## src/rsitp_ram.sv

```systemverilog
// Generic single-write, single-read synchronous RAM with registered read data.
module rsitp_ram #(
    parameter int WIDTH = 64,
    parameter int DEPTH = 32
) (
    input  logic                     clk,
    input  logic                     we,
    input  logic [$clog2(DEPTH)-1:0] waddr,
    input  logic [WIDTH-1:0]         wdata,
    input  logic [$clog2(DEPTH)-1:0] raddr,
    output logic [WIDTH-1:0]         rdata
);

    logic [WIDTH-1:0] mem [DEPTH];
    logic [WIDTH-1:0] rdata_reg;

    always_ff @(posedge clk)
    begin
        if (we)
        begin
            mem[waddr] <= wdata;
        end
        rdata_reg <= mem[raddr];
    end

    assign rdata = rdata_reg;

endmodule

```

## config.mk

```make
export PLATFORM = sky130hd
export DESIGN_NAME = rsitp_ram
export DESIGN_NICKNAME = d
export VERILOG_FILES = /design/src/rsitp_ram.sv
export SDC_FILE = /design/constraint.sdc
export NUM_CORES = 2
export LEC_CHECK = 0
export ABC_CLOCK_PERIOD_IN_PS = 12600
export BUFFER_PORTS_ARGS = -buffer_cell sky130_fd_sc_hd__buf_2
export CORE_MARGIN = 2
export CORE_UTILIZATION = 60
export DETAILED_ROUTE_END_ITERATION = 8
export MAX_ROUTING_LAYER = met4
export PLACE_DENSITY = 0.83
export SKIP_LAST_GASP = 1
export SLEW_MARGIN = 20
export SYNTH_ARGS = -nofsm -noshare
export SYNTH_HDL_FRONTEND = slang
export SYNTH_SLANG_ARGS = --single-unit
```

## constraint.sdc

```tcl
create_clock -name clk -period 12.6 [get_ports clk]
set_input_delay 1.89 -clock clk [delete_from_list [all_inputs] [get_ports clk]]
set_output_delay 1.89 -clock clk [all_outputs]
set_load 0.05 [all_outputs]
```

=== Yosys cells after proc, flatten, opt, wreduce, memory -nomap -nowiden ===
Memories as Yosys holds them, arrays and structs flattened. A register that Yosys moved wholly into a read port is not among the register bits.
Index checks and enable logic that the tools add are counted.
Widths: inputs -> output; s select.

* Memory bits (writable): 2,048
* Output and inout bits: 64
* Word-level logic and storage cells: 3
* Memories kept: 1
* Flip-flop bits (word level): 0

{| class="wikitable"
|+ Memory list
! memory !! depth !! bits a word !! read ports !! clocked after memory_dff !! write ports !! line !! RTL
|-
| mem || 32 || 64 || 1 || 1 || 1 || 14 || <nowiki>logic [WIDTH-1:0] mem [DEPTH];</nowiki>
|}

* Muxes and demuxes: 2

{| class="wikitable"
|+ Operators by type and width
! cell !! number
|-
| $mux 1 || 2
|}

=== Logic depth before layout (Yosys ltp) ===
* Depth after elaboration: 2
* Depth in mapped cells: 9
* Depth with buffers taken out: 4

=== Worst setup path before layout ===
No wires, ideal clock.

* Path type: input port to flip-flop
* From: input port waddr[1]
* To: memory mem[12][0] (enable)
* Arrival time: 5,226 ps
* Required time: 12,114 ps
* Setup slack: 6,888 ps
* Buffers on the path: 1
* Cell stages on the path: 3
* Cell sequence: or3b_2 > clkbuf_1 > nor2_1

{| class="wikitable"
|+ RTL lines
! item !! line !! RTL
|-
| start: declaration || 8 || <nowiki>input logic [$clog2(DEPTH)-1:0] waddr,</nowiki>
|-
| end: declaration || 14 ||
|}

Straight into the memory's write port.

==> impl_metrics.py <==
metrics = {
    "cts": {
        "clock_path_buffers": 3,
        "ctsResizeCount": 0,
        "cts_setup_buffers": 0,
        "cts_max_level": 4,
        "hold_buffers": 0,
        "cts_sinks": 2112,
        "clock-root-buffer": "clkbuf_16",
        "cts_tree": "done",
        "path_clk_slew_ns": 0.07,
        "cts_buffers": 193,
        "clkLatencyLatePin_ns": 0.83,
    },
    "synthesis": {
        "syn_nets": 3173,
        "synth_seq_cells": 2112,
        "synth.distinct_cells": 31,
        "avgSynthCellArea_um2": 25.5,
        "synth-async-reset-ratio_pct": 0,
        "ys_warn_count": 0,
        "synth_edf_count": 2048,
        "synth_cells": 3097,
        "synth-main-ff-cell": "edfxtp_1",
        "synth_area_um2": 79000,
        "seq_area_frac_synth_pct": 79.5,
    },
    "worst_hold_path": {
        "worstHoldStart": "mem[2][25]",
        "hold_class": "flop to flop",
        "whs_endpoint": "rdata[25]",
        "hold_path_depth": 4,
    },
    "global_routing": {
        "grt_overflow": 0,
        "grt_pass1_vias": 39400,
        "antenna_found_initial": 23,
        "grt_max_degree": 106,
        "grt_pass1_wl_um": 302000,
        "track_usage_pct": 33.5,
    },
    "cells_and_area": {
        "drive_above_1_share_pct": 34.4,
        "syn2layout_area_growth_pct": 12.0,
        "multi_input_area_um2": 15700,
        "mostFrequentLayoutCells": "2048 x edfxtp_1, 602 x mux4_2, 196 x clkbuf_16",
        "largest_reg_flops": 2048,
        "ff_latch_area_um2": 62800,
        "final_common_cell": "edfxtp_1",
        "fill_cells": 7296,
        "nets": 3438,
        "utilization_pct": 67.5,
        "stdcell_area_um2": 88400,
    },
    "timing": {
        "fmax_mhz": 196,
        "fin_setup_tns_ns": 0,
        "finalSetupViolCount": 0,
        "clock_skew_ns": 0.0235,
        "slew_headroom_pct": 21.1,
        "hold_viol": 0,
        "tightest_slew_ns": 1.18,
        "period_minus_slack_ns": 5.11,
        "period_share_pct": 40.6,
        "slew_viol_final": 0,
        "rsz0062_at_grt": "no",
        "worst_slack_ns": 7.49,
    },
    "routing": {
        "drcViolationCount": 0,
        "drt-met1-wl_um": 68900,
        "post_drt_via_cell_ratio": 7.19,
        "wl_per_cell_um": 40.6,
        "drt_iter0_markers": 7037,
        "routed_wl_um": 215000,
        "dr_wl_met2_um": 109000,
        "met3_length_um": 27500,
        "dr.max_layer_used": "met4",
        "vias": 38100,
        "firstDrtPassIters": 6,
        "antenna_left": 0,
    },
    "die": {
        "coreArea_um2": 131000,
        "dieArea_um2": 135000,
        "die_w_um": 367,
        "start_util_pct": 60.3,
        "std_cell_rows": 133,
        "ios": 140,
        "die_h_um": 367,
    },
    "run_status": {
        "status": "completed",
    },
    "placement": {
        "io_buffers": 139,
        "dp_hpwl_um": 97600,
        "dpl-instance-area_um2": 82100,
        "gp_congestion": 0.759,
        "dp_slack_ns": 6.62,
    },
    "critical_path": {
        "cp_slowest_cell": "buf_4",
        "path_max_fanout": 70,
        "required_ns": 13.32,
        "worstPathArrival_ns": 5.83,
        "critPathLaunch": "raddr[0]",
        "reg2reg_to": "rdata[28]",
        "rrSetupSlack_ns": 10.64,
        "rr_startpoint": "mem[16][28]",
        "crit_type": "primary input to flop",
        "startpoint_type": "primary input",
        "crit_path_end_kind": "flop",
        "path_cells": "buf_8 -> buf_4 -> buf_4 -> mux4_2 -> mux4_2 -> mux2_2",
        "cpPeakStageDelay_ns": 0.90,
        "r2r_cells": 3,
    },
    "power_and_ir_drop": {
        "power.density_nw_per_um2": 165,
        "leakagePower_nw": 27.6,
        "ir_drop_v": 0.000247,
    },
    "run": {
        "cap_viol_max_count": 0,
    },
}
-- where the power goes --
group          internal [mW]  switching, mW  total, mW
combinational          0.289          0.489      0.778
sequential              7.81         0.0537       7.86
clock                   3.31           2.62       5.93
total                   11.4           3.16       14.6
-- layer usage --
metal / GRT usage (%) / vias up
met5: - / -
met4: 13.9 / 0
met3: 7.41 / 588
met2: 53.1 / 3490
met1: 42.5 / 20000
li1: - / 14100
-- final cells by class --
cell class	instances	share of cell area [%]
Timing Repair Buffer	226	1.62
Antenna cell	24	0.0679
Multi-Input combinational cell	828	17.7
Tap cell	1755	2.48
Clock inverter	85	1.04
Clock buffer	272	6.06
Inverter	1	0.00424
Sequential cell	2112	71.0
-- logic make-up after synthesis --
| logic type | count (synthesis) | share of synthesized area, % |
|---|---|---|
| AO/OA/AOI/OAI | 50 | 0.466 |
| multiplexers | 714 | 18.7 |
| flip-flops | 2112 | 79.5 |
| AND/OR/NAND/NOR | 64 | 0.379 |
| buffers and inverters | 157 | 0.944 |
-- worst max path at each step --
stage | end | slack [ns] | depth (start not counted)
floorplan | mem[12][0] | 6.89 | 3
global placement | rdata[32] | 6.68 | 6
detailed placement | rdata[45] | 6.62 | 6
CTS | rdata[35] | 7.41 | 6
global route | rdata[32] | 7.19 | 6
finish | rdata[32] | 7.49 | 6
-- critical path, delay by kind of cell --
family | cells | cell delay [ns]
buf+inv | 3 | 2.35
mux | 3 | 1.45
-- cells in the mapped netlist, drive strengths merged (4+ instances only) --
library cell	number	area (um2)
nor2	41	154
o21ai	9	45.0
a221oi	12	105
o22ai	10	62.6
mux2	74	833
dfxtp	64	1280
mux2i	38	380
nand3b	5	37.5
clkbuf	55	206
buf	101	536
and2	4	25.0
mux4	602	13600
edfxtp	2048	61500
nor2b	4	25.0
-- metrics by stage --
step / power (mW) / hold slack [ns] / std cells
after floorplan: 8.48 / 0.722 / 3097
after global placement: 8.72 / 0.756 / 4921
after detailed placement: 8.76 / 0.779 / 4921
after CTS: 14.6 / 0.813 / 5278
after global routing: 14.8 / 0.869 / 5299
final: 14.6 / 0.809 / 5303
No activity file was read; power rests on OpenSTA's default activity.
