**config.mk**
```make
export PLATFORM = sky130hd
export DESIGN_NAME = rsitp_clear
export DESIGN_NICKNAME = d
export VERILOG_FILES = /design/src/rsitp_pkg.sv /design/src/rsitp_clear.sv
export SDC_FILE = /design/constraint.sdc
export NUM_CORES = 1
export LEC_CHECK = 0
export ABC_AREA = 1
export BUFFER_PORTS_ARGS = -buffer_cell sky130_fd_sc_hd__buf_2
export CAP_MARGIN = 20
export CORE_MARGIN = 2
export CORE_UTILIZATION = 35
export CTS_CLUSTER_DIAMETER = 60
export DETAILED_ROUTE_END_ITERATION = 8
export SLEW_MARGIN = 20
export SYNTH_ARGS = -nofsm -noshare
export SYNTH_HDL_FRONTEND = slang
export SYNTH_SLANG_ARGS = --single-unit
```
**constraint.sdc**
```tcl
create_clock -name clk -period 2.87 [get_ports clk]
set_input_delay 0.4305 -clock clk [delete_from_list [all_inputs] [get_ports clk]]
set_output_delay 0.4305 -clock clk [all_outputs]
set_load 0.01 [all_outputs]
```
**src/rsitp_pkg.sv**
```systemverilog
// Shared constants, codes and control structs of the return stack / indirect target predictor.
package rsitp_pkg;

    localparam int ADDR_W = 64;
    localparam int SIZE_W = 4;
    localparam int HIST_W = 12;
    localparam int KIND_W = 3;

    localparam int DEF_STACK_DEPTH      = 32;
    localparam int DEF_INDIRECT_ENTRIES = 4096;
    localparam int DEF_CALL_SIZE_ENTRIES = 1024;

    localparam logic [SIZE_W-1:0] LIMIT_RESET     = 4'd10;
    localparam logic [SIZE_W-1:0] CALL_SIZE_RESET = 4'd4;

    localparam logic OP_PREDICT = 1'b0;
    localparam logic OP_UPDATE  = 1'b1;

    localparam logic [KIND_W-1:0] KIND_COND     = 3'd0;
    localparam logic [KIND_W-1:0] KIND_JUMP     = 3'd1;
    localparam logic [KIND_W-1:0] KIND_INDIRECT = 3'd2;
    localparam logic [KIND_W-1:0] KIND_CALL     = 3'd3;
    localparam logic [KIND_W-1:0] KIND_IND_CALL = 3'd4;
    localparam logic [KIND_W-1:0] KIND_RETURN   = 3'd5;
    localparam logic [KIND_W-1:0] KIND_OTHER    = 3'd6;

    typedef struct packed {
        logic push;
        logic pop;
    } stk_req_t;

    typedef struct packed {
        logic busy;
        logic ind_we;
        logic cs_we;
    } clr_ctl_t;

endpackage

```
**src/rsitp_clear.sv**
```systemverilog
// Post-reset sweep that initializes the indirect target and call-size tables.
module rsitp_clear import rsitp_pkg::*; #(
    parameter int INDIRECT_ENTRIES  = DEF_INDIRECT_ENTRIES,
    parameter int CALL_SIZE_ENTRIES = DEF_CALL_SIZE_ENTRIES,
    localparam int CLR_DEPTH = (INDIRECT_ENTRIES > CALL_SIZE_ENTRIES) ?
                               INDIRECT_ENTRIES : CALL_SIZE_ENTRIES,
    localparam int CLR_AW    = $clog2(CLR_DEPTH)
) (
    input  logic              clk,
    input  logic              rst_n,
    output clr_ctl_t          ctl,
    output logic [CLR_AW-1:0] addr
);

    logic              busy_reg;
    logic              busy_next;
    logic [CLR_AW-1:0] cnt_reg;
    logic [CLR_AW-1:0] cnt_next;
    logic              last;

    assign last = (cnt_reg == CLR_AW'(CLR_DEPTH - 1));

    always_comb
    begin
        busy_next = busy_reg;
        cnt_next  = cnt_reg;
        if (busy_reg)
        begin
            cnt_next = cnt_reg + 1'b1;
            if (last)
            begin
                busy_next = 1'b0;
            end
        end
    end

    always_ff @(posedge clk or negedge rst_n)
    begin
        if (!rst_n)
        begin
            busy_reg <= 1'b1;
            cnt_reg  <= '0;
        end
        else
        begin
            busy_reg <= busy_next;
            cnt_reg  <= cnt_next;
        end
    end

    assign ctl.busy   = busy_reg;
    assign ctl.ind_we = busy_reg &&
                        ((CLR_AW+1)'(cnt_reg) < (CLR_AW+1)'(INDIRECT_ENTRIES));
    assign ctl.cs_we  = busy_reg &&
                        ((CLR_AW+1)'(cnt_reg) < (CLR_AW+1)'(CALL_SIZE_ENTRIES));
    assign addr       = cnt_reg;

endmodule

```
Word level (Yosys, flattened, before mapping)
Index checks and enable logic that the tools add are counted.
{"block": "word_totals", "regBits": 13, "latchBits": 0, "ramBits": 0, "rom_bits": 0, "input_bits": 2, "output_inout_bits": 15, "elab_cells": 8, "mem_count": 0}
{"block": "op_classes", "add_sub_neg": 1, "mul": 0, "div_mod_pow": 0, "magnitude_cmp": 1, "n_eq_ne": 1, "shifts": 0, "n_mux": 2, "n_bitwise": 0, "n_reduce_logical": 1}
{"cell": "$add A12 B1 Y12 const B", "n": 1}
{"cell": "$eq A12 B12 Y1 const B", "n": 1}
{"cell": "$lt A12 B11 Y1 const B", "n": 1}
{"cell": "$mux W1", "n": 2}
{"cell": "$logic_and A1 B1 Y1", "n": 1}

Logic depth before layout (Yosys ltp)
{"block": "depth", "depth_word": 3, "depth_mapped": 7, "ltp_nobuf": 7}

Least setup slack after synthesis
No wires, ideal clock.
{"block": "synth_path", "kind": "register to register", "startpoint": "reg busy_reg", "endpoint": "reg cnt_reg[11] (netlist: addr[11])", "setup_ps": 113, "arrival_time_ps": 1130, "required_ps": 2757, "slack_ps": 1627, "path_stages_with_launch": 8, "n_path_buf": 0, "period_less_slack_ps": 1243, "cell_sequence": "dfstp_2 nand2_2 nor2_4 nand2_4 nor2_4 nand3_1 nand2_1 inv_1"}
{"item": "start, declared", "line": "rsitp_clear.sv:15", "rtl": "logic busy_reg;"}
{"item": "start signal, assigned", "line": "rsitp_clear.sv:46", "rtl": "busy_reg <= busy_next;"}
{"item": "end signal, assigned", "line": "rsitp_clear.sv:47", "rtl": "cnt_reg <= cnt_next;"}
{"item": "end, declared", "line": "rsitp_clear.sv:17", "rtl": "logic [CLR_AW-1:0] cnt_reg;"}

==> reports/metrics.cfg <==
[global_routing]
grt_util_all_layers_pct = 11.1
antenna_found_initial = 0
grt_overflow = 0
grt_pass1_wl_um = 1660
grtUsageMet1_pct = 16.4
grtUsageMet3_pct = 5.66
grt_start_max_net_pins = 14
grt_pass1_vias = 370
use_met2_pct = 13.0
busiest_layer = met1

[yosys]
synth_area_per_cell_um2 = 9.73
synth_top_cell_by_area = dfrtp_1
synth.top_cells.by_area = dfrtp_1 45%, nand2_1 7.9%, xor2_1 7.9%
ys_seq_area_share_pct = 49.3
yosysWarnings = 0
synth-seq-cells = 13
synth_top_area_share_pct = 45.4
synth_fp_nets = 71
syn_inst = 68
ys_types = 17
synth_area_um2 = 662

[power]
switching_share_pct = 19.7
intPower_w = 0.000237
seqPwrFrac_pct = 61.9
p_leak_nw = 0.507
switching_power_w = 0.0000584
max-vdd-ir-drop_mv = 0.262
power_density_nw_per_um2 = 377
p_clk_share_pct = 36.8
p_comb_share_pct = 1.3

[setup_path]
crit_chain = nand2_1, nor2_1, buf_2
ff2ff_path_depth = 7
r2r_end = addr[11]
start_kind = register
reg2reg_slack_ns = 1.56
r2r-start = busy_reg
cpLargestDelayFamily = flip-flops
end_kind = output port
arrival_ns = 1.17
critPathMaxStageDelay_ns = 0.62
endpoint = ctl[0]
path_max_fanout = 8
critical_path_depth = 3
cpMaxStageDelayCell = dfstp_2
cp.required_ns = 2.44
worst-path-buf-inv = 1
crit_type = reg -> out
crit_path_start = busy_reg

[sta]
layout_setup_ws_ns = 1.27
tns_ns = 0
finalSetupViolations = 0
fin_skew_ns = 0.00564
fin_crit_sh_pct = 55.9
fmax_mhz = 623
rsz0062_at_grt = no
max_slew_margin_pct = 80.9
tightestPinTransition_ns = 0.287
fin_crit_ns = 1.60
hold_viol = 0
maxSlewViolCount = 0

[status]
status = finished, final reports clean

[cells_and_area]
fin_nets = 90
diodes = 0
drive_gt1_share_pct = 36.0
multi_input_area_um2 = 279
seq_area_um2 = 327
nFillCells = 181
syn_to_final_growth_pct = 18.5
largest_reg_flops = 12

[clocking]
cts_hold_buf = 0
cts_tree = yes
clk_latency_ns = 0.27
numCtsBuffers = 3
cts.clk_slew.worst_paths_ns = 0.08
cts_sinks = 13
ctsResizeCount = 0
cts-root-buf = clkbuf_4
cts-htree-levels = 1
max-clock-path-buffers = 2
cts_setup_buffers = 0

[floorplan]
core-area_um2 = 1750
die_y_um = 47.5
num_io_pins = 17
start_util_pct = 37.9
num_rows = 15
fp.dieArea_um2 = 2250
fp.dieW_um = 47.5

[detailed_routing]
remaining_drc_errors = 0
ant_nets = 0
drt-total-wl_um = 1050
vias = 469
dr.pass1.iters = 2
dr.first_iter.drc_count = 3
routedWlPerCell_um = 9.48
drt-vias-per-instance = 4.23

[job]
maxCapViolations = 0

[placement]
dp_slack_ns = 1.56
place.gp.congestion = 0.709
hpwl_um = 823
port_buffers = 16

[hold_path]
min_path_type = in -> async

area by class of cell:
class,instances,area share [%]
inverter,11,5.26
clock buffer,4,3.35
sequential,13,41.6
timing repair buffer,16,10.2
tap,25,3.99
multi-input combinational,42,35.6
layer usage:
metal	vias up	part of all wire (%)	wire length [um]
met5	-	0	0
met4	0	1.1	12
met3	2	5.4	57
met2	12	43	450
met1	216	51	532
li1	239	-	-
power by group through the flow:
stage               combinational (W)  clock (W)  sequential, W
finish                     0.00000384   0.000109       0.000183
global route               0.00000478   0.000124       0.000183
CTS                        0.00000425   0.000115       0.000183
detailed placement         0.00000424          0       0.000187
global placement           0.00000430          0       0.000187
floorplan              0.000000000237          0       0.000187
per-stage QoR:
step | utilization [%] | instance area (um2) | power (W) | hold slack [ns] | cells
5_1_grt | 44.9 | 785 | 0.000312 | 0.0347 | 111
4_1_cts | 44.9 | 785 | 0.000303 | 0.0322 | 111
3_3_place_gp | 43.4 | 758 | 0.000191 | 0.335 | 107
6_report | 44.9 | 785 | 0.000296 | 0.0304 | 111
2_1_floorplan | - | 662 | 0.000187 | 0.135 | 68
3_5_place_dp | 43.4 | 758 | 0.000191 | 0.333 | 107
cells in the final DEF, fill, tap and decap left out:
cell type,n
inv_2,1
nand4_1,2
xor2_1,6
nor2_2,1
dfrtp_1,12
nand2_2,3
buf_2,16
nor2_4,3
nor2_1,3
clkbuf_4,3
inv_1,10
dfstp_2,1
nand3_1,2
ha_1,1
nand2_1,14
xnor2_1,4
nand2_4,2
mux2_2,1
clkbuf_1,1
worst reg2reg max path, stage by stage (launching register included):
cell     delay (ns)
dfstp_2        0.62
nand2_2        0.09
nor2_4         0.17
nand2_4        0.08
nor2_4         0.09
nand3_1        0.07
nand2_1        0.06
inv_1          0.03
cells in the mapped netlist, drive strengths merged:
cell type and instances:
xnor2 4, xor2 6, buf 2, nand4 2
nand2 19, dfrtp 12, dfstp 1, inv 11
mux2 1, ha 1, nand3 2, nor2 7
cell families after synthesis:
kind of cell	synth area share (%)
buf+inv	8.51
fa+ha+maj	1.89
flops	49.3
mux	1.70
simple gates	25.3
xor+xnor	13.2
worst min-delay path by stage:
| stage | endpoint | slack [ns] | depth (start not counted) |
|---|---|---|---|
| 6_report | addr[3] | 0.03 | 1 |
| 3_5_place_dp | addr[5] | 0.33 | 1 |
| 5_1_grt | addr[3] | 0.03 | 1 |
| 2_1_floorplan | addr[0] | 0.13 | 0 |
| 3_3_place_gp | addr[6] | 0.34 | 1 |
| 4_1_cts | addr[3] | 0.03 | 1 |
Note: power is estimated with default switching activity, not from simulation.
