[src/rsitp_pkg.sv]
// Shared constants, codes and control structs of the return stack / indirect target predictor.
package rsitp_pkg;

    localparam int ADDR_W = 64;
    localparam int SIZE_W = 4;
    localparam int HIST_W = 12;
    localparam int KIND_W = 3;

    localparam int DEF_STACK_DEPTH      = 32;
    localparam int DEF_INDIRECT_ENTRIES = 4096;
    localparam int DEF_CALL_SIZE_ENTRIES = 1024;

    localparam logic [SIZE_W-1:0] LIMIT_RESET     = 4'd10;
    localparam logic [SIZE_W-1:0] CALL_SIZE_RESET = 4'd4;

    localparam logic OP_PREDICT = 1'b0;
    localparam logic OP_UPDATE  = 1'b1;

    localparam logic [KIND_W-1:0] KIND_COND     = 3'd0;
    localparam logic [KIND_W-1:0] KIND_JUMP     = 3'd1;
    localparam logic [KIND_W-1:0] KIND_INDIRECT = 3'd2;
    localparam logic [KIND_W-1:0] KIND_CALL     = 3'd3;
    localparam logic [KIND_W-1:0] KIND_IND_CALL = 3'd4;
    localparam logic [KIND_W-1:0] KIND_RETURN   = 3'd5;
    localparam logic [KIND_W-1:0] KIND_OTHER    = 3'd6;

    typedef struct packed {
        logic push;
        logic pop;
    } stk_req_t;

    typedef struct packed {
        logic busy;
        logic ind_we;
        logic cs_we;
    } clr_ctl_t;

endpackage

[src/rsitp_ram.sv]
// Generic single-write, single-read synchronous RAM with registered read data.
module rsitp_ram #(
    parameter int WIDTH = 64,
    parameter int DEPTH = 32
) (
    input  logic                     clk,
    input  logic                     we,
    input  logic [$clog2(DEPTH)-1:0] waddr,
    input  logic [WIDTH-1:0]         wdata,
    input  logic [$clog2(DEPTH)-1:0] raddr,
    output logic [WIDTH-1:0]         rdata
);

    logic [WIDTH-1:0] mem [DEPTH];
    logic [WIDTH-1:0] rdata_reg;

    always_ff @(posedge clk)
    begin
        if (we)
        begin
            mem[waddr] <= wdata;
        end
        rdata_reg <= mem[raddr];
    end

    assign rdata = rdata_reg;

endmodule

[src/rsitp_stack.sv]
// Circular return stack: pointer, per-entry valid bits and the entry RAM.
module rsitp_stack import rsitp_pkg::*; #(
    parameter int STACK_DEPTH = DEF_STACK_DEPTH,
    localparam int SP_W = $clog2(STACK_DEPTH)
) (
    input  logic              clk,
    input  logic              rst_n,
    input  stk_req_t          req,
    input  logic [ADDR_W-1:0] push_data,
    output logic [ADDR_W-1:0] top
);

    logic [SP_W-1:0]        sp_reg;
    logic [SP_W-1:0]        sp_next;
    logic [SP_W-1:0]        sp_inc;
    logic [SP_W-1:0]        sp_dec;
    logic [STACK_DEPTH-1:0] vld_reg;
    logic [STACK_DEPTH-1:0] vld_next;
    logic                   hit_reg;
    logic [ADDR_W-1:0]      rdata;

    assign sp_inc = (sp_reg == SP_W'(STACK_DEPTH - 1)) ? '0 : sp_reg + 1'b1;
    assign sp_dec = (sp_reg == '0) ? SP_W'(STACK_DEPTH - 1) : sp_reg - 1'b1;

    always_comb
    begin
        sp_next  = sp_reg;
        vld_next = vld_reg;
        if (req.push)
        begin
            sp_next          = sp_inc;
            vld_next[sp_inc] = 1'b1;
        end
        else if (req.pop)
        begin
            sp_next          = sp_dec;
            vld_next[sp_reg] = 1'b0;
        end
    end

    always_ff @(posedge clk or negedge rst_n)
    begin
        if (!rst_n)
        begin
            sp_reg  <= '0;
            vld_reg <= '0;
            hit_reg <= 1'b0;
        end
        else
        begin
            sp_reg  <= sp_next;
            vld_reg <= vld_next;
            hit_reg <= vld_reg[sp_reg];
        end
    end

    rsitp_ram #(
        .WIDTH (ADDR_W),
        .DEPTH (STACK_DEPTH)
    ) u_stack_ram (
        .clk   (clk),
        .we    (req.push),
        .waddr (sp_inc),
        .wdata (push_data),
        .raddr (sp_reg),
        .rdata (rdata)
    );

    // cleared or never-written entries read as zero
    assign top = hit_reg ? rdata : '0;

    assert property (@(posedge clk) disable iff (!rst_n)
        sp_reg <= SP_W'(STACK_DEPTH - 1))
        else $error("stack pointer out of range");

    assert property (@(posedge clk) disable iff (!rst_n)
        !(req.push && req.pop))
        else $error("push and pop in the same cycle");

    assert property (@(posedge clk) disable iff (!rst_n)
        req.push |=> vld_reg[sp_reg])
        else $error("pushed entry not marked valid");

endmodule

[config.mk]
export PLATFORM = sky130hd
export DESIGN_NAME = rsitp_stack
export DESIGN_NICKNAME = d
export VERILOG_FILES = /design/src/rsitp_pkg.sv /design/src/rsitp_ram.sv /design/src/rsitp_stack.sv
export SDC_FILE = /design/constraint.sdc
export NUM_CORES = 2
export LEC_CHECK = 0
export ABC_AREA = 1
export BUFFER_PORTS_ARGS = -buffer_cell sky130_fd_sc_hd__clkbuf_2
export CAP_MARGIN = 20
export CORE_UTILIZATION = 35
export CTS_BUF_LIST = sky130_fd_sc_hd__clkbuf_8
export DETAILED_ROUTE_END_ITERATION = 10
export SYNTH_ARGS = -nofsm -noshare
export SYNTH_HDL_FRONTEND = slang
export SYNTH_SLANG_ARGS = --single-unit
[constraint.sdc]
create_clock -name clk -period 5.6 [get_ports clk]
set_input_delay 1.12 -clock clk [delete_from_list [all_inputs] [get_ports clk]]
set_output_delay 1.12 -clock clk [all_outputs]
set_load 0.01 [all_outputs]
**Word-level counts from Yosys, hierarchy flattened**

Memories as Yosys holds them, arrays and structs flattened. A register that Yosys moved wholly into a read port is not among the register bits.
Cells that the tools add are included.

- Eq/ne operators: 1
- $add $sub $neg: 2
- Bitwise logic cells: 3
- Div/mod/pow operators: 0
- Multiplexer cells: 15
- Multiply operators: 0
- Order comparisons: 4
- Shift-type cells: 0
- Reduce and logical (&&, ||, !) cells: 4

Operator list:

| kind | number |
|---|---|
| 32-bit two-way mux | 2 |
| 64-bit two-way mux | 1 |
| 32-bit bitwise AND | 1 |
| 32-bit inverter | 1 |
| 32-bit bitwise OR | 1 |
| 5-bit two-way mux | 4 |
| 5-bit by 6-bit less-than comparator with 1-bit output (second input constant) | 2 |
| 1-bit demux with 5-bit select | 2 |
| 5-bit by 1-bit >= comparator with 1-bit output (second input constant) | 2 |
| 5-bit by 1-bit adder with 5-bit output (second input constant) | 1 |
| 1-bit binary-select mux with 5-bit select | 1 |
| 5-bit == test (second input constant) | 1 |
| 5-bit logical NOT | 1 |
| 1-bit two-way mux | 5 |
| 5-bit by 1-bit subtractor with 5-bit output (second input constant) | 1 |
| 1-bit logical AND | 2 |
| 2-bit nonzero test | 1 |

- Bits in read-only memories: 0
- Bits in latches: 0
- Flip-flop bits (word level): 38
- Output and inout port bits: 64
- Logic and storage cells: 33
- Memories: 1
- Memory bits (writable): 2,048
- Input port bits: 68

Memories:

| memory | depth | bits a word | rd ports | clocked after memory_dff | wr ports | line | text |
|---|---|---|---|---|---|---|---|
| u_stack_ram.mem | 32 | 64 | 1 | 1 | 1 | rsitp_ram.sv:14 | `logic [WIDTH-1:0] mem [DEPTH];` |

**Longest topological paths before layout**

- Depth after elaboration: 8
- Mapped depth: 12
- Depth with buffers taken out: 11

**Modules after synthesis**

From an unflattened synthesis, not the netlist that was laid out.

- Cells, all modules: 7,218
- Area, all modules: 85,806.0 um^2

By module, submodules not included:

| module | times used | area each (um^2) | sequential area each (um^2) | cells each |
|---|---|---|---|---|
| rsitp_ram | 1 | 82,990.8 | 62,780.2 | 6,768 |
| rsitp_stack | 1 | 2,815.2 | 950.9 | 450 |

**Least setup slack after synthesis**

Ideal clock, no wire load.

- Path kind: register to register
- From: reg sp_reg[1]
- To: mem u_stack_ram.mem[13][0] (enable)
- Arrival time: 4.487 ns
- Path buffers: 3
- Path slack: 0.626 ns
- Setup time: 0.487 ns
- Cell stages (with the launch flop): 8
- Required time: 5.113 ns
- Period minus slack after synthesis: 4.974 ns
- Cell sequence: dfrtp_1 -> inv_2 -> clkbuf_1 -> clkbuf_1 -> ha_1 -> nand2_1 -> clkbuf_1 -> nor2_1

- Word-level cells in the longest chain between the ends: 2
- Elaborated cells on any way between the ends: 3
- Those cells by class: add/sub: 1; eq/ne: 1; mux: 1

Ends and longest elaborated chain:

| element | line | text |
|---|---|---|
| start, declared | rsitp_stack.sv:13 | `logic [SP_W-1:0] sp_reg;` |
| start signal, assigned | rsitp_stack.sv:51 | `sp_reg <= sp_next;` |
| 5-bit by 1-bit adder with 5-bit output or 5-bit == test (tied branches) | rsitp_stack.sv:22 | `assign sp_inc = (sp_reg == SP_W'(STACK_DEPTH - 1)) ? '0 : sp_reg + 1'b1;` |
| 5-bit two-way mux (*) | rsitp_stack.sv:22 |  |
| end, declared | rsitp_ram.sv:14 |  |

Mark *: on every way between the ends. The rest lies on a longest branch, timed or not.

**Final worst setup path**

- From: reg sp_reg[0]
- To: mem u_stack_ram.mem[30][10] (enable)

The elaborated chain is that of the path after synthesis.

==> results.md <==
- Die width: 518 µm
- Overflow after GRT: 0
- RSZ-0062 raised after global routing: false
- Worst EP required: 6280 ps
- Critical path launch point type: register
- Dpl hpwl: between 100000 and 150000 µm
- RD Place Congestion: 0.814
- #FFs+latches synth: 2150
- Ports: 132
- Final worst slack: about 1100 ps
- Slew Viols, Final: 0
- H-tree lvl count: 5
- Root Buffer: clkbuf_8
- Synth Warn #: 0
- Avg Cell Area, Syn: 9.78 µm²
- DR pass1 iterations: 6
- # hold bufs at CTS: 0
- Chip height: roughly 520 µm
- Clock transition at the registers of the reported paths: about 60 ps
- Place WS: about 1200 ps
- Leading area contributor after synthesis: edfxtp_1
- Final hold violation count: 0
- Via count: between 60000 and 70000
- Post-synthesis sequential area ratio: between 60 and 70%
- Final hold slack: approximately 280 ps
- Fin crit period: approximately 4500 ps
- Synth cell count leaders: 3660 x nand2_1, 2048 x edfxtp_1, 2028 x inv_1, 990 x nand3_1, 197 x buf_2
- Worst-Skew Late Latency: approximately 1100 ps
- Routed WL per cell: between 15 and 20 µm
- Max FFs per register: between 2000 and 2500
- Via/cell ratio: roughly 4.7
- Longest Clk Path Bufs: 4
- Setup CP Type: reg -> reg
- Fillers: ~26000
- Fin Clk Skew: between 100 and 150 ps
- Post-synth EDFFs: about 2000
- Slowest Stage Delay on Critical Path: between 1000 and 1500 ps
- Rel. slew slack: ~24%
- Post-CTS Resized: 0
- Status: completed
- Ys flop type: edfxtp_1
- Pwr/cell area: 456 nW/µm²
- Crit path cell chain: buf_12, ha_1, nand2_1, nor2_4, buf_4
- Initial Util: 35.3%
- Max-Cap Viols: 0
- Top cell type's share of synthesized area: around two thirds
- Setup TNS: 0 ps
- Most common cell in the netlist: nand2_1
- Asr flop ratio synth: between 1.5 and 2%
- Setup violations, final: 0
- Max Freq: 221 MHz
- Row cnt: approximately 190
- Area contributors post-synth: edfxtp_1 66%, nand2_1 15%, inv_1 8.2%, nand3_1 5.3%, dfxtp_1 1.4%
- Mapped Cells: ~9500
- Crit path arrival time: between 5000 and 6000 ps
- Hold crit path type: in -> async
- Initial antenna violation count: 19
- Post-synth cell types: 22
- DRC errors left: 0
- Largest net degree at the start of global routing: 195
- Area of the core: about 260000 µm²
- Maximum vdd drop: 0.454 mV
- CTS Sinks: roughly 2200
- Critical Path End Type: register
- Die area: 268000 µm²
- First-pass GRT wire length: roughly 380000 µm
- Vias in the first global route: between 60000 and 70000
- Leak: approximately 48 nW
- Port buffer count: roughly 130
- Layout cells sized above 1: 7.40%
- Slew @ Worst Pin: about 1100 ps
- Post CTS Setup Buffer Count: 0
- Core Util, Final: just under 40%
- Post-DRT Antenna Nets: 0
- Tcrit/Tclk final: about four fifths
- Mapped Area: roughly 93000 µm²
- R2R cell count: 5
- Total Routing Usage GR: roughly a fifth
- Slowest library cell on the worst path: nor2_4
- Post-synth net total: 9595
- CP Max Fanout: 183
- CTS tree: done
- TritonCTS Buffers: ~370
- Iter 0 DRT Violations: about 6100
- Layout Nets: 9794
- Routed wire length: between 200000 and 300000 µm
- P&R area growth vs syn: 12.3%
[worst max-delay path: cells and delay by family, from the launching register on]
family	cells	cell delay, ps
DFF	1	880
adders and majority gates	1	300
and+or+nand+nor	2	1760
buffers and inverters	2	1030
[layout make-up]
type	count	area, µm²	share of cell area, %
multi-input combinational	4917	20200	19.3
sequential	2150	63700	61.0
timing repair buffer	244	1810	1.73
clock inverter	242	1230	1.18
antenna	10	25.0	0.0239
clock buffer	397	5460	5.23
tap	3515	4400	4.21
inverter	2035	7660	7.33
[final timing paths]
| kind | startpoint | end | slack, ps |
|---|---|---|---|
| max reg2reg | sp_reg[0] | u_stack_ram.mem[30][10] | 1080 |
| max | sp_reg[0] | u_stack_ram.mem[30][10] | 1080 |
| min in group clk | vld_reg[5] | vld_reg[5] | 510 |
| min reg2reg | vld_reg[5] | vld_reg[5] | 510 |
| max in group asynchronous | rst_n | sp_reg[1] | 4540 |
| min | rst_n | sp_reg[4] | 280 |
[cell families (layout without fill, tap and decap cells)]
logic type / Yosys count / in the layout / synth area share, %
AOI/OAI and AO/OA: 75 / 75 / 0.405
xor gates and xnor gates: 1 / 1 / 0.00941
adders and majority gates: 9 / 9 / 0.121
buffers and inverters: 2451 / 2918 / 10.2
DFF: 2150 / 2150 / 68.4
other: 0 / 10 / 0
and+or+nand+nor: 4832 / 4832 / 20.8
[power breakdown]
part	total (mW)	leakage [nW]	internal (mW)	switching [mW]
Clock	13.2	3.93	6.91	6.29
Combinational	14.6	24.4	3.74	10.8
Sequential	19.9	19.4	19.2	0.637
[per-layer routing]
layer,track usage (%),vias to the layer above,share of wire (%)
met2,30.6,2387,47
met4,6.93,8,2.9
met5,0,-,0.021
li1,-,29976,-
met3,3.34,478,7.7
met1,24.9,30217,42
[layout by cell type, fill, tap and decap left out, drive strengths merged]
master	instances
edfxtp	2048
dfrtp	38
nand4	1
ha	9
nand3	990
clkinvlp	3
nor3	5
o21ai	70
clkbuf	528
clkinv	94
nand2	3660
dfxtp	64
a21oi	4
nor2	176
xnor2	1
bufinv	9
diode	10
inv	2171
buf	113
o22ai	1
[through the flow]
stage	std cells	area, µm²	power (mW)
4_1_cts	13499	104000	47.9
3_5_place_dp	12860	97800	34.7
5_1_grt	13509	105000	50.3
6_report	13510	105000	47.6
3_3_place_gp	12859	97800	34.6
2_1_floorplan	9518	93100	29.4
(Power assumes the default switching activity.)
